[src/hdl/swfrm_pkg.sv]
// swfrm_pkg: shared types and constants of the sliding window frame rate meter
// action, status and register codes, controller/datapath command and status structs
// no dependencies
package swfrm_pkg;

    localparam logic [2:0] ACT_START = 3'd0;
    localparam logic [2:0] ACT_SKIP  = 3'd1;
    localparam logic [2:0] ACT_END   = 3'd2;
    localparam logic [2:0] ACT_RATE  = 3'd3;
    localparam logic [2:0] ACT_SINCE = 3'd4;
    localparam logic [2:0] ACT_CLEAR = 3'd5;

    localparam logic [1:0] ST_OK       = 2'd0;
    localparam logic [1:0] ST_NO_FRAME = 2'd1;
    localparam logic [1:0] ST_ALREADY  = 2'd2;
    localparam logic [1:0] ST_CLEARED  = 2'd3;

    localparam logic [0:0] CFG_MAX_AGE = 1'b0;
    localparam logic [0:0] CFG_WINDOW  = 1'b1;

    localparam logic [7:0]  MAX_AGE_RST  = 8'd20;
    localparam logic [5:0]  WINDOW_RST   = 6'd2;
    localparam logic [19:0] USEC_PER_SEC = 20'd1000000;
    localparam logic [39:0] NONE_ELAPSED = 40'd600000000;
    localparam logic [39:0] ELAPSED_MAX  = 40'hFF_FFFF_FFFF;
    localparam logic [16:0] RATE_MAX     = 17'h1FFFF;

    typedef struct packed {
        logic [31:0] sec;
        logic [19:0] usec;
        logic        skip;
    } entry_t;

    typedef struct packed {
        logic accept;
        logic exec;
        logic sel_oldest;
        logic drop_dec;
        logic walk_step;
        logic div_load;
        logic div_step;
        logic div_fin;
        logic mul;
        logic fin;
        logic load_out;
    } cmd_t;

    typedef struct packed {
        logic [2:0] action;
        logic       frame_open;
        logic       fill_zero;
        logic       drop_hit;
        logic       walk_done;
        logic       walk_found;
        logic       div_last;
    } stat_t;

endpackage

[src/hdl/swfrm_ctrl.sv]
// swfrm_ctrl: sequencing state machine of the frame rate meter
// drives datapath commands from its status, owns input ready and output valid
// depends on swfrm_pkg
module swfrm_ctrl (
    input  logic              aclk,
    input  logic              aresetn,
    input  logic              s_valid,
    output logic              s_ready,
    output logic              m_valid,
    input  logic              m_ready,
    output swfrm_pkg::cmd_t   cmd,
    input  swfrm_pkg::stat_t  stat
);

    typedef enum logic [10:0] {
        ST_IDLE     = 11'b000_0000_0001,
        ST_EXEC     = 11'b000_0000_0010,
        ST_DROP_RD  = 11'b000_0000_0100,
        ST_DROP_CHK = 11'b000_0000_1000,
        ST_WALK     = 11'b000_0001_0000,
        ST_DIV_LD   = 11'b000_0010_0000,
        ST_DIV      = 11'b000_0100_0000,
        ST_DIV_FIN  = 11'b000_1000_0000,
        ST_MUL      = 11'b001_0000_0000,
        ST_FIN      = 11'b010_0000_0000,
        ST_OUT      = 11'b100_0000_0000
    } state_t;

    state_t state_reg;
    state_t state_next;
    logic   m_valid_reg;
    logic   m_valid_next;
    logic   out_free;

    assign out_free = !m_valid_reg || m_ready;

    always_comb begin
        state_next = state_reg;
        cmd        = '0;
        unique case (state_reg)
            ST_IDLE: begin
                cmd.accept = s_valid;
                if (s_valid) state_next = ST_EXEC;
            end
            ST_EXEC: begin
                cmd.exec = 1'b1;
                priority if (stat.action == swfrm_pkg::ACT_END && stat.frame_open) begin
                    state_next = ST_DROP_RD;
                end else if (stat.action == swfrm_pkg::ACT_RATE ||
                             stat.action == swfrm_pkg::ACT_SINCE) begin
                    state_next = ST_WALK;
                end else begin
                    state_next = ST_OUT;
                end
            end
            ST_DROP_RD: begin
                cmd.sel_oldest = 1'b1;
                state_next = stat.fill_zero ? ST_OUT : ST_DROP_CHK;
            end
            ST_DROP_CHK: begin
                cmd.drop_dec = 1'b1;
                state_next = stat.drop_hit ? ST_DROP_RD : ST_OUT;
            end
            ST_WALK: begin
                cmd.walk_step = 1'b1;
                if (stat.walk_done) begin
                    priority if (stat.action == swfrm_pkg::ACT_RATE) begin
                        state_next = ST_DIV_LD;
                    end else if (stat.walk_found) begin
                        state_next = ST_MUL;
                    end else begin
                        state_next = ST_OUT;
                    end
                end
            end
            ST_DIV_LD: begin
                cmd.div_load = 1'b1;
                state_next = ST_DIV;
            end
            ST_DIV: begin
                cmd.div_step = 1'b1;
                if (stat.div_last) state_next = ST_DIV_FIN;
            end
            ST_DIV_FIN: begin
                cmd.div_fin = 1'b1;
                state_next = ST_OUT;
            end
            ST_MUL: begin
                cmd.mul = 1'b1;
                state_next = ST_FIN;
            end
            ST_FIN: begin
                cmd.fin = 1'b1;
                state_next = ST_OUT;
            end
            ST_OUT: begin
                cmd.load_out = out_free;
                if (out_free) state_next = ST_IDLE;
            end
            default: begin
                state_next = ST_IDLE;
            end
        endcase
    end

    always_comb begin
        m_valid_next = m_valid_reg;
        priority if (cmd.load_out) begin
            m_valid_next = 1'b1;
        end else if (m_ready) begin
            m_valid_next = 1'b0;
        end
    end

    always_ff @(posedge aclk) begin
        if (!aresetn) begin
            state_reg   <= ST_IDLE;
            m_valid_reg <= 1'b0;
        end else begin
            state_reg   <= state_next;
            m_valid_reg <= m_valid_next;
        end
    end

    assign s_ready = state_reg == ST_IDLE;
    assign m_valid = m_valid_reg;

    a_accept_exec: assert property (@(posedge aclk) disable iff (!aresetn)
        s_valid && s_ready |=> state_reg == ST_EXEC)
        else $error("accepted transaction not executed");

    a_out_load: assert property (@(posedge aclk) disable iff (!aresetn)
        cmd.load_out |-> (!m_valid_reg || m_ready))
        else $error("output register overwritten while held");

    a_rate_div: assert property (@(posedge aclk) disable iff (!aresetn)
        state_reg == ST_WALK && stat.walk_done && stat.action == swfrm_pkg::ACT_RATE
        |=> state_reg == ST_DIV_LD)
        else $error("rate query skipped the divider");

endmodule

[config.mk]
export PLATFORM = sky130hd
export DESIGN_NAME = swfrm_ctrl
export DESIGN_NICKNAME = d
export VERILOG_FILES = /design/src/hdl/swfrm_pkg.sv /design/src/hdl/swfrm_ctrl.sv
export SDC_FILE = /design/constraint.sdc
export NUM_CORES = 1
export LEC_CHECK = 0
export ABC_AREA = 1
export CELL_PAD_IN_SITES_DETAIL_PLACEMENT = 1
export CELL_PAD_IN_SITES_GLOBAL_PLACEMENT = 1
export CORE_MARGIN = 4
export CORE_UTILIZATION = 37
export DETAILED_ROUTE_END_ITERATION = 6
export DONT_BUFFER_PORTS = 1
export GPL_TIMING_DRIVEN = 0
export PLACE_DENSITY = 0.72
export SLEW_MARGIN = 20
export SYNTH_ARGS = -nofsm -noshare
export SYNTH_HDL_FRONTEND = slang
export SYNTH_SLANG_ARGS = --single-unit
[constraint.sdc]
create_clock -name aclk -period 1.4 [get_ports aclk]
set_clock_uncertainty 0.2 [all_clocks]
set_input_delay 0.14 -clock aclk [delete_from_list [all_inputs] [get_ports aclk]]
set_output_delay 0.14 -clock aclk [all_outputs]
set_load 0.1 [all_outputs]
* Word-level counts from Yosys, hierarchy flattened
Index checks and enable logic that the tools add are counted.
** Word-level totals
- Flip-flop bits (word level) :: 12
- Bits of input ports :: 13
- Output and inout bits :: 13
- Word-level logic and storage cells :: 51
** Cells by class
- Equal/unequal tests :: 18
- Muxes and demuxes :: 24
- Reduce and logical (&&, ||, !) cells :: 7
** Operators with widths (number)
- 2-to-1 mux 11 bit :: 10
- case mux 11 bit (10 select lines) :: 1
- 2-to-1 mux 1 bit :: 13
- equality test 11 x 1 -> 1 bit (second input constant) :: 1
- equality test 11 x 10 -> 1 bit (second input constant) :: 1
- equality test 11 bit (second input constant) :: 1
- equality test 11 x 2 -> 1 bit (second input constant) :: 1
- equality test 11 x 3 -> 1 bit (second input constant) :: 1
- equality test 11 x 4 -> 1 bit (second input constant) :: 1
- equality test 11 x 5 -> 1 bit (second input constant) :: 1
- equality test 11 x 6 -> 1 bit (second input constant) :: 1
- equality test 11 x 7 -> 1 bit (second input constant) :: 1
- equality test 11 x 8 -> 1 bit (second input constant) :: 1
- equality test 11 x 9 -> 1 bit (second input constant) :: 1
- inequality test 2 bit (second input constant) :: 4
- equality test 3 x 2 -> 1 bit (second input constant) :: 2
- AND reduction 4 bit :: 1
- equality test 3 bit (second input constant) :: 1
- logical OR 1 bit :: 2
- nonzero test 2 bit :: 1
- OR reduction 2 bit :: 1
- logical AND 1 bit :: 1
- zero test 1 bit :: 1

* Depth between registers and ports, before layout
Gate-level depths: netlist of run 1.
- Depth after elaboration :: 5
- Gate-level depth with buffers :: 12
- Mapped depth without buffers :: 12

* Least setup slack after synthesis of run 1
No wires, ideal clock.
- Path type :: reg-to-reg
- Start :: register state_reg[10]
- End :: register state_reg[7]
- Library setup time :: 0.125 ns
- Arrival time :: 2.279 ns
- Data required time :: 1.075 ns
- Slack :: -1.204 ns
- Stages on the path, launching flop included :: 9
- Path buffers :: 0
- Period minus slack after synthesis :: 2.604 ns
- Cells stage by stage :: dfxtp_1 > nor2_4 > nand2_4 > nor3_2 > nand2_1 > nand2_2 > nor2_4 > nand3_1 > nor2_1
** On the way
- Longest elaborated chain between the ends :: 3
- Elaborated cells on any way between the ends :: 18
- Classes of those cells :: eq/ne: 15; mux: 1; reduce/logical: 2
** Ends and longest elaborated chain
- from (decl) :: line swfrm_ctrl.sv:29 : state_t state_reg;
- from (signal assigned) :: line swfrm_ctrl.sv:120 : state_reg <= state_next;
- equality test 11 x 1 -> 1 bit (*)
- via s_ready :: line swfrm_ctrl.sv:8 : output logic s_ready,
- inequality test 2 bit (no line)
- AND reduction 4 bit (no line)
Mark *: on every way through the listed nets, which the timed path passes. The rest lies on a longest branch.
A chain may end at the register's enable or synchronous reset.

* Final worst setup path of run 1
- Start :: register state_reg[4]
- End :: register state_reg[10]
Same word-level chain as after synthesis.

==> flow_summary_export.csv, run 1 <==
group,metric,value,unit
global_routing,grt_max_degree,11,
timing,hold_violations,1,
floorplan,core,0.00245,mm²
synthesis,synth-seq-cells,12,
timing,setup_viol,24,
detailed_routing,drt-total-wl,5690,µm
timing,rsz0062_at_grt,"yes",
pwr,swShare,42.4,%
detailed_routing,drtPass1Iterations,4,
timing,fin_crit,2.39,ns
detailed_routing,drtIter0Drc,91,
pwr,power_frac_seq,34.1,%
finish,layout_commonest_cell,"nor2_1",
synthesis,yosysSeqAreaShare,25.4,%
critical_path,path_cells,"nor2_4, nand2_4, nor3_4, nand2_2, nand2_2, nor2_4, nand2_1, a21oi_1",
cts,cts_buffers,3,
global_routing,grt_pass1_vias,1295,
placement,port_buffers,0,
floorplan,top_level_ports,26,
critical_path,arrival,2.34,ns
detailed_routing,postRouteAntennaNets,0,
pwr,switching_power,0.000441,W
floorplan,initial_core_util,38.6,%
placement,hpwlAfterDp,2120,µm
critical_path,crit_path_max_incr_delay,0.85,ns
timing,timing.final.ws_setup,-0.986,ns
cts,clock_latency,0.29,ns
critical_path,reg2reg_to,"state_reg[10]",
cts,cts.sinks,12,
synthesis,syn_nets,170,
cts,cts_root_buf,"clkbuf_4",
timing,tightest_slew,1.09,ns
timing,hold_ws,-0.0584,ns
floorplan,die_h,58.6,µm
timing,final.setup.tns,-16.78,ns
critical_path,crit_start,"state_reg[4]",
pwr,p_per_area,598,mW/mm²
finish,drive_gt1_share,50.5,%
global_routing,grt_usage,25.6,%
timing,final_max_slew_viol_count,0,
pwr,p_int,0.000599,W
detailed_routing,wl_per_cell,24.5,µm
synthesis,synth_top_area_share,25.4,%
pwr,p_comb_share,41.0,%
critical_path,regToRegSetupSlack,-0.99,ns
pwr,irDropWorstVdd,0.698,mV
critical_path,crit_type,"flop to flop",
finish,largest_reg_flops,11,
detailed_routing,avgViaCountPerCell,5.62,
cts,cts_tree,"built",
synthesis,yosys_warnings,0,
floorplan,die_area,0.00343,mm²
detailed_routing,vias,1304,
pwr,clkPwrFrac,24.9,%
critical_path,crit_slowest_cell,"nor3_4",
synthesis,netlist-cell-type-count,23,
global_routing,grt_first_pass_wirelength,6520,µm
timing,post-route-period-util,170,%
synthesis,syn_area_per_cell,6.03,µm²
finish,nets,216,
job,maxCapViolations,0,
synthesis,synth_top_area_cell,"dfxtp_1",
finish,final_cell_mix,"nor2_1, inv_1, nand2_1",
min_path,hold_path_class,"primary input to flop",
cts,clock_path_buffers,2,
timing,max_freq,419,MHz
finish,n_antenna_cell,0,
floorplan,fp.dieW,58.6,µm
critical_path,start_kind,"flop",
finish,syn_to_final_growth,83.6,%
cts,clk_pin_slew_worst_paths,0.10,ns
critical_path,end_kind,"flop",
critical_path,critPathMaxFanout,6,
status,violations,"hold timing, setup timing",
synthesis,ys_top_cells_by_area,"dfxtp_1, nand2_1, nor2_1",
global_routing,antenna_found_initial,0,
finish,fillers,279,
critical_path,timing.rr.start,"state_reg[4]",
critical_path,endpoint,"state_reg[10]",
global_routing,grt_overflow,0,
timing,slew_headroom,26.9,%
placement,place.gp.congestion,0.765,
pwr,p_leak,0.788,nW
status,status,"finished with violations",
critical_path,reg2regPathDepth,8,
critical_path,required,1.35,ns
synthesis,syn_area,947,µm²
placement,pre_cts_slack,-0.951,ns
synthesis,synth_cells,157,
floorplan,num_rows,18,
detailed_routing,drc_errors,0,
cts,cts-htree-levels,1,
==> stage by stage <==
stage | power (W) | cell area, µm² | util (%) | hold WS (ns) | instances
2_1_floorplan | 0.000564 | 1080 | - | 0.00868 | 157
3_3_place_gp | 0.000590 | 1120 | 45.7 | 0.0121 | 187
3_5_place_dp | 0.000594 | 1120 | 45.7 | 0.0147 | 187
4_1_cts | 0.000945 | 1570 | 64.0 | -0.277 | 222
5_1_grt | 0.00107 | 1740 | 70.8 | -0.0392 | 232
6_report | 0.00104 | 1740 | 70.8 | -0.0584 | 232
==> power groups by stage <==
stage / combinational (W) / clock, W / sequential (W)
after floorplan: 0.000205 / 0 / 0.000359
after global placement: 0.000229 / 0 / 0.000361
after detailed placement: 0.000233 / 0 / 0.000361
after CTS: 0.000349 / 0.000243 / 0.000353
after global routing: 0.000443 / 0.000277 / 0.000355
final: 0.000427 / 0.000259 / 0.000355
==> routing by layer <==
layer  GRT usage, %  part of all wire, %  vias to the layer above
met3           5.70                  6.3                       31
met2           47.4                   49                       86
li1               -                    -                      560
met5              0                    0                        -
met4           7.77                  6.0                        0
met1           29.0                   38                      627
==> cell usage after synthesis (all sizes together) <==
cell         number
a21oi             4
buf               1
nand4             1
dlygate4sd1       1
o21ai             1
and3              1
nand3            15
inv              34
nor2             40
dfxtp            12
nor3              5
nand2            40
o22ai             1
nand3b            1
==> what timing repair did <==
| item | CTS | global route |
|---|---|---|
| gates cloned | 0 | 0 |
| hold buffers | 11 | 1 |
| resized for setup | 38 | 26 |
| setup endpoints to repair | 22 | 24 |
| pin swaps | 17 | 19 |
| buffers inserted | 20 | 12 |
| hold endpoints to repair | 9 | 2 |
==> cell families after synthesis <==
logic type,synth area share [%]
DFF,25.4
AOI/OAI and AO/OA,3.30
buffers and inverters,15.5
and+or+nand+nor,55.9
==> critical path: cells and delay by family (launching register included) <==
kind	cells	cell delay, ns
flops	1	0.38
compound gates	1	0.08
simple gates	7	1.58
==> area by class of cell <==
class / instances / area [µm²] / area share (%)
Buffer: 2 / 28.8 / 1.65
Clock buffer: 3 / 22.5 / 1.29
Clock inverter: 1 / 3.75 / 0.216
Inverter: 34 / 205 / 11.8
Multi-Input combinational cell: 109 / 788 / 45.3
Sequential cell: 12 / 267 / 15.3
Tap cell: 30 / 37.5 / 2.16
Timing Repair Buffer: 41 / 387 / 22.2
==> worst min-delay path by stage <==
stage,cells past startpoint,start,endpoint,slack (ns)
2_1_floorplan,1,aresetn,state_reg[0],0.009
3_5_place_dp,1,aresetn,state_reg[0],0.01
3_3_place_gp,1,aresetn,state_reg[0],0.01
5_1_grt,3,m_ready,m_valid,-0.04
4_1_cts,1,aresetn,state_reg[0],-0.28
6_report,3,m_ready,m_valid,-0.06
Power figures use the tool's default switching activity.
==> inputs of run 2 (changes only) <==
Settings changed: CTS_CLUSTER_SIZE set to 20, PLACE_DENSITY 0.72 to not set, PLACE_DENSITY_LB_ADDON set to 0.1.
==> flow_summary_export.csv, run 2 (synthesis gave the netlist of run 1 again) <==
group,metric,value,unit
min_path,worstHoldStart,"m_ready",
critical_path,start_kind,"flop",
finish,final_cell_mix,"nor2_1, nand2_1, inv_1",
finish,syn_to_final_growth,64.1,%
floorplan,fp.dieW,58.6,µm
cts,clk_pin_slew_worst_paths,0.08,ns
floorplan,top_level_ports,26,
critical_path,required,1.35,ns
detailed_routing,postRouteAntennaNets,0,
min_path,min_path_cells,3,
cts,cts-htree-levels,1,
global_routing,grt_max_degree,11,
global_routing,grt_overflow,0,
pwr,power_frac_seq,38.2,%
status,status,"finished with violations",
detailed_routing,vias,1134,
finish,multi_input_area,731,µm²
job,maxCapViolations,0,
global_routing,grt_pass1_vias,1224,
cts,clock_path_buffers,2,
placement,hpwlAfterDp,2230,µm
timing,max_freq,443,MHz
detailed_routing,drtIter0Drc,29,
pwr,p_int,0.000563,W
pwr,swShare,39.0,%
floorplan,num_rows,18,
pwr,clkPwrFrac,24.6,%
cts,clock_latency,0.28,ns
global_routing,antenna_found_initial,0,
finish,n_antenna_cell,0,
pwr,switching_power,0.000360,W
finish,largest_reg_flops,11,
finish,layout_commonest_cell,"nor2_1",
pwr,irDropWorstVdd,0.453,mV
pwr,p_leak,0.707,nW
timing,rsz0062_at_grt,"yes",
critical_path,reg2regPathDepth,8,
critical_path,end_kind,"flop",
critical_path,critPathMaxFanout,5,
min_path,hold_path_class,"primary input to flop",
finish,seqCellArea,262,µm²
pwr,p_comb_share,37.1,%
timing,final.setup.tns,-12.43,ns
detailed_routing,drc_errors,0,
finish,fillers,308,
timing,hold_violations,1,
finish,drive_gt1_share,42.9,%
cts,cts_tree,"built",
placement,port_buffers,0,
timing,timing.final.ws_setup,-0.855,ns
global_routing,grt_first_pass_wirelength,5970,µm
timing,post-route-period-util,161,%
floorplan,die_area,0.00343,mm²
finish,nets,205,
global_routing,grt_usage,23.2,%
cts,cts_root_buf,"clkbuf_4",
critical_path,timing.rr.start,"state_reg[3]",
timing,fin_crit,2.26,ns
detailed_routing,wl_per_cell,18.9,µm
floorplan,core,0.00245,mm²
cts,cts_buffers,3,
critical_path,crit_type,"flop to flop",
timing,slew_headroom,28.7,%
detailed_routing,avgViaCountPerCell,5.13,
floorplan,initial_core_util,38.6,%
pwr,p_per_area,595,mW/mm²
status,violations,"hold timing, setup timing",
critical_path,reg2reg_to,"state_reg[10]",
timing,tightest_slew,1.07,ns
timing,hold_ws,-0.0678,ns
critical_path,regToRegSetupSlack,-0.86,ns
critical_path,arrival,2.20,ns
cts,cts.sinks,12,
floorplan,die_h,58.6,µm
detailed_routing,drt-total-wl,4180,µm
placement,place.gp.congestion,0.786,
min_path,min_to,"m_valid",
timing,setup_viol,23,
detailed_routing,drtPass1Iterations,4,
placement,pre_cts_slack,-0.943,ns
timing,final_max_slew_viol_count,0,
run 2: cell types whose count changed in the layout (fill, tap and decap cells not counted), sizes merged:
cell | previous run | this run
clkbuf | 3 | 4
clkinv | 3 | 2
buf | 30 | 19
run 2: stage by stage:
| step | hold slack [ns] | instances | cell area (µm²) | power (W) | utilization [%] |
|---|---|---|---|---|---|
| 2_1_floorplan | 0.00868 | 157 | 1080 | 0.000564 | - |
| 3_3_place_gp | 0.0113 | 187 | 1120 | 0.000590 | 45.7 |
| 3_5_place_dp | 0.0184 | 187 | 1120 | 0.000595 | 45.7 |
| 4_1_cts | -0.279 | 216 | 1490 | 0.000909 | 60.9 |
| 5_1_grt | -0.0373 | 221 | 1550 | 0.000971 | 63.3 |
| 6_report | -0.0678 | 221 | 1550 | 0.000924 | 63.3 |
run 2: power by group through the flow:
stage                     Sequential [W]  Combinational [W]  Clock (W)
after floorplan                 0.000359           0.000205          0
after global placement          0.000361           0.000229          0
after detailed placement        0.000362           0.000234          0
after CTS                       0.000353           0.000317   0.000240
after global routing            0.000354           0.000361   0.000255
final                           0.000353           0.000343   0.000228
run 2: worst max-delay path by stage:
stage,from,endpoint,slack [ns]
2_1_floorplan,state_reg[5],state_reg[10],-0.72
3_3_place_gp,state_reg[5],state_reg[5],-0.92
3_5_place_dp,state_reg[5],state_reg[5],-0.94
4_1_cts,state_reg[3],state_reg[0],-0.84
5_1_grt,state_reg[3],state_reg[10],-0.97
6_report,state_reg[3],state_reg[10],-0.86
run 2: final cells by class:
| type | instances | share of cell area [%] |
|---|---|---|
| multi-input combinational | 109 | 47.0 |
| timing repair buffer | 30 | 17.1 |
| sequential | 12 | 16.8 |
| inverter | 34 | 13.0 |
| tap | 30 | 2.42 |
| buffer | 2 | 1.85 |
| clock buffer | 4 | 1.69 |
run 2: critical path, cell delays in order, from the launching register on:
cell,delay [ns]
dfxtp_2,0.34
nor2_4,0.13
nand3_4,0.09
nor3_4,0.87
nand2_2,0.16
nand2_2,0.13
nor2_4,0.05
nand2_1,0.08
a21oi_1,0.07
run 2: what timing repair did:
| item | CTS | global route |
|---|---|---|
| hold buffers | 11 | 1 |
| resized for setup | 31 | 4 |
| endpoints found under the hold margin | 9 | 2 |
| endpoints found under the setup margin | 22 | 23 |
| cloned | 0 | 0 |
| setup buffers | 14 | 5 |
| pin swaps | 21 | 10 |
run 2: layer usage:
metal	global-route usage, %	up-vias	part of all wire (%)
met5	0	-	0
met4	8.74	0	2.1
met3	5.70	8	3.3
met2	42.4	28	57
met1	25.6	561	38
li1	-	537	-
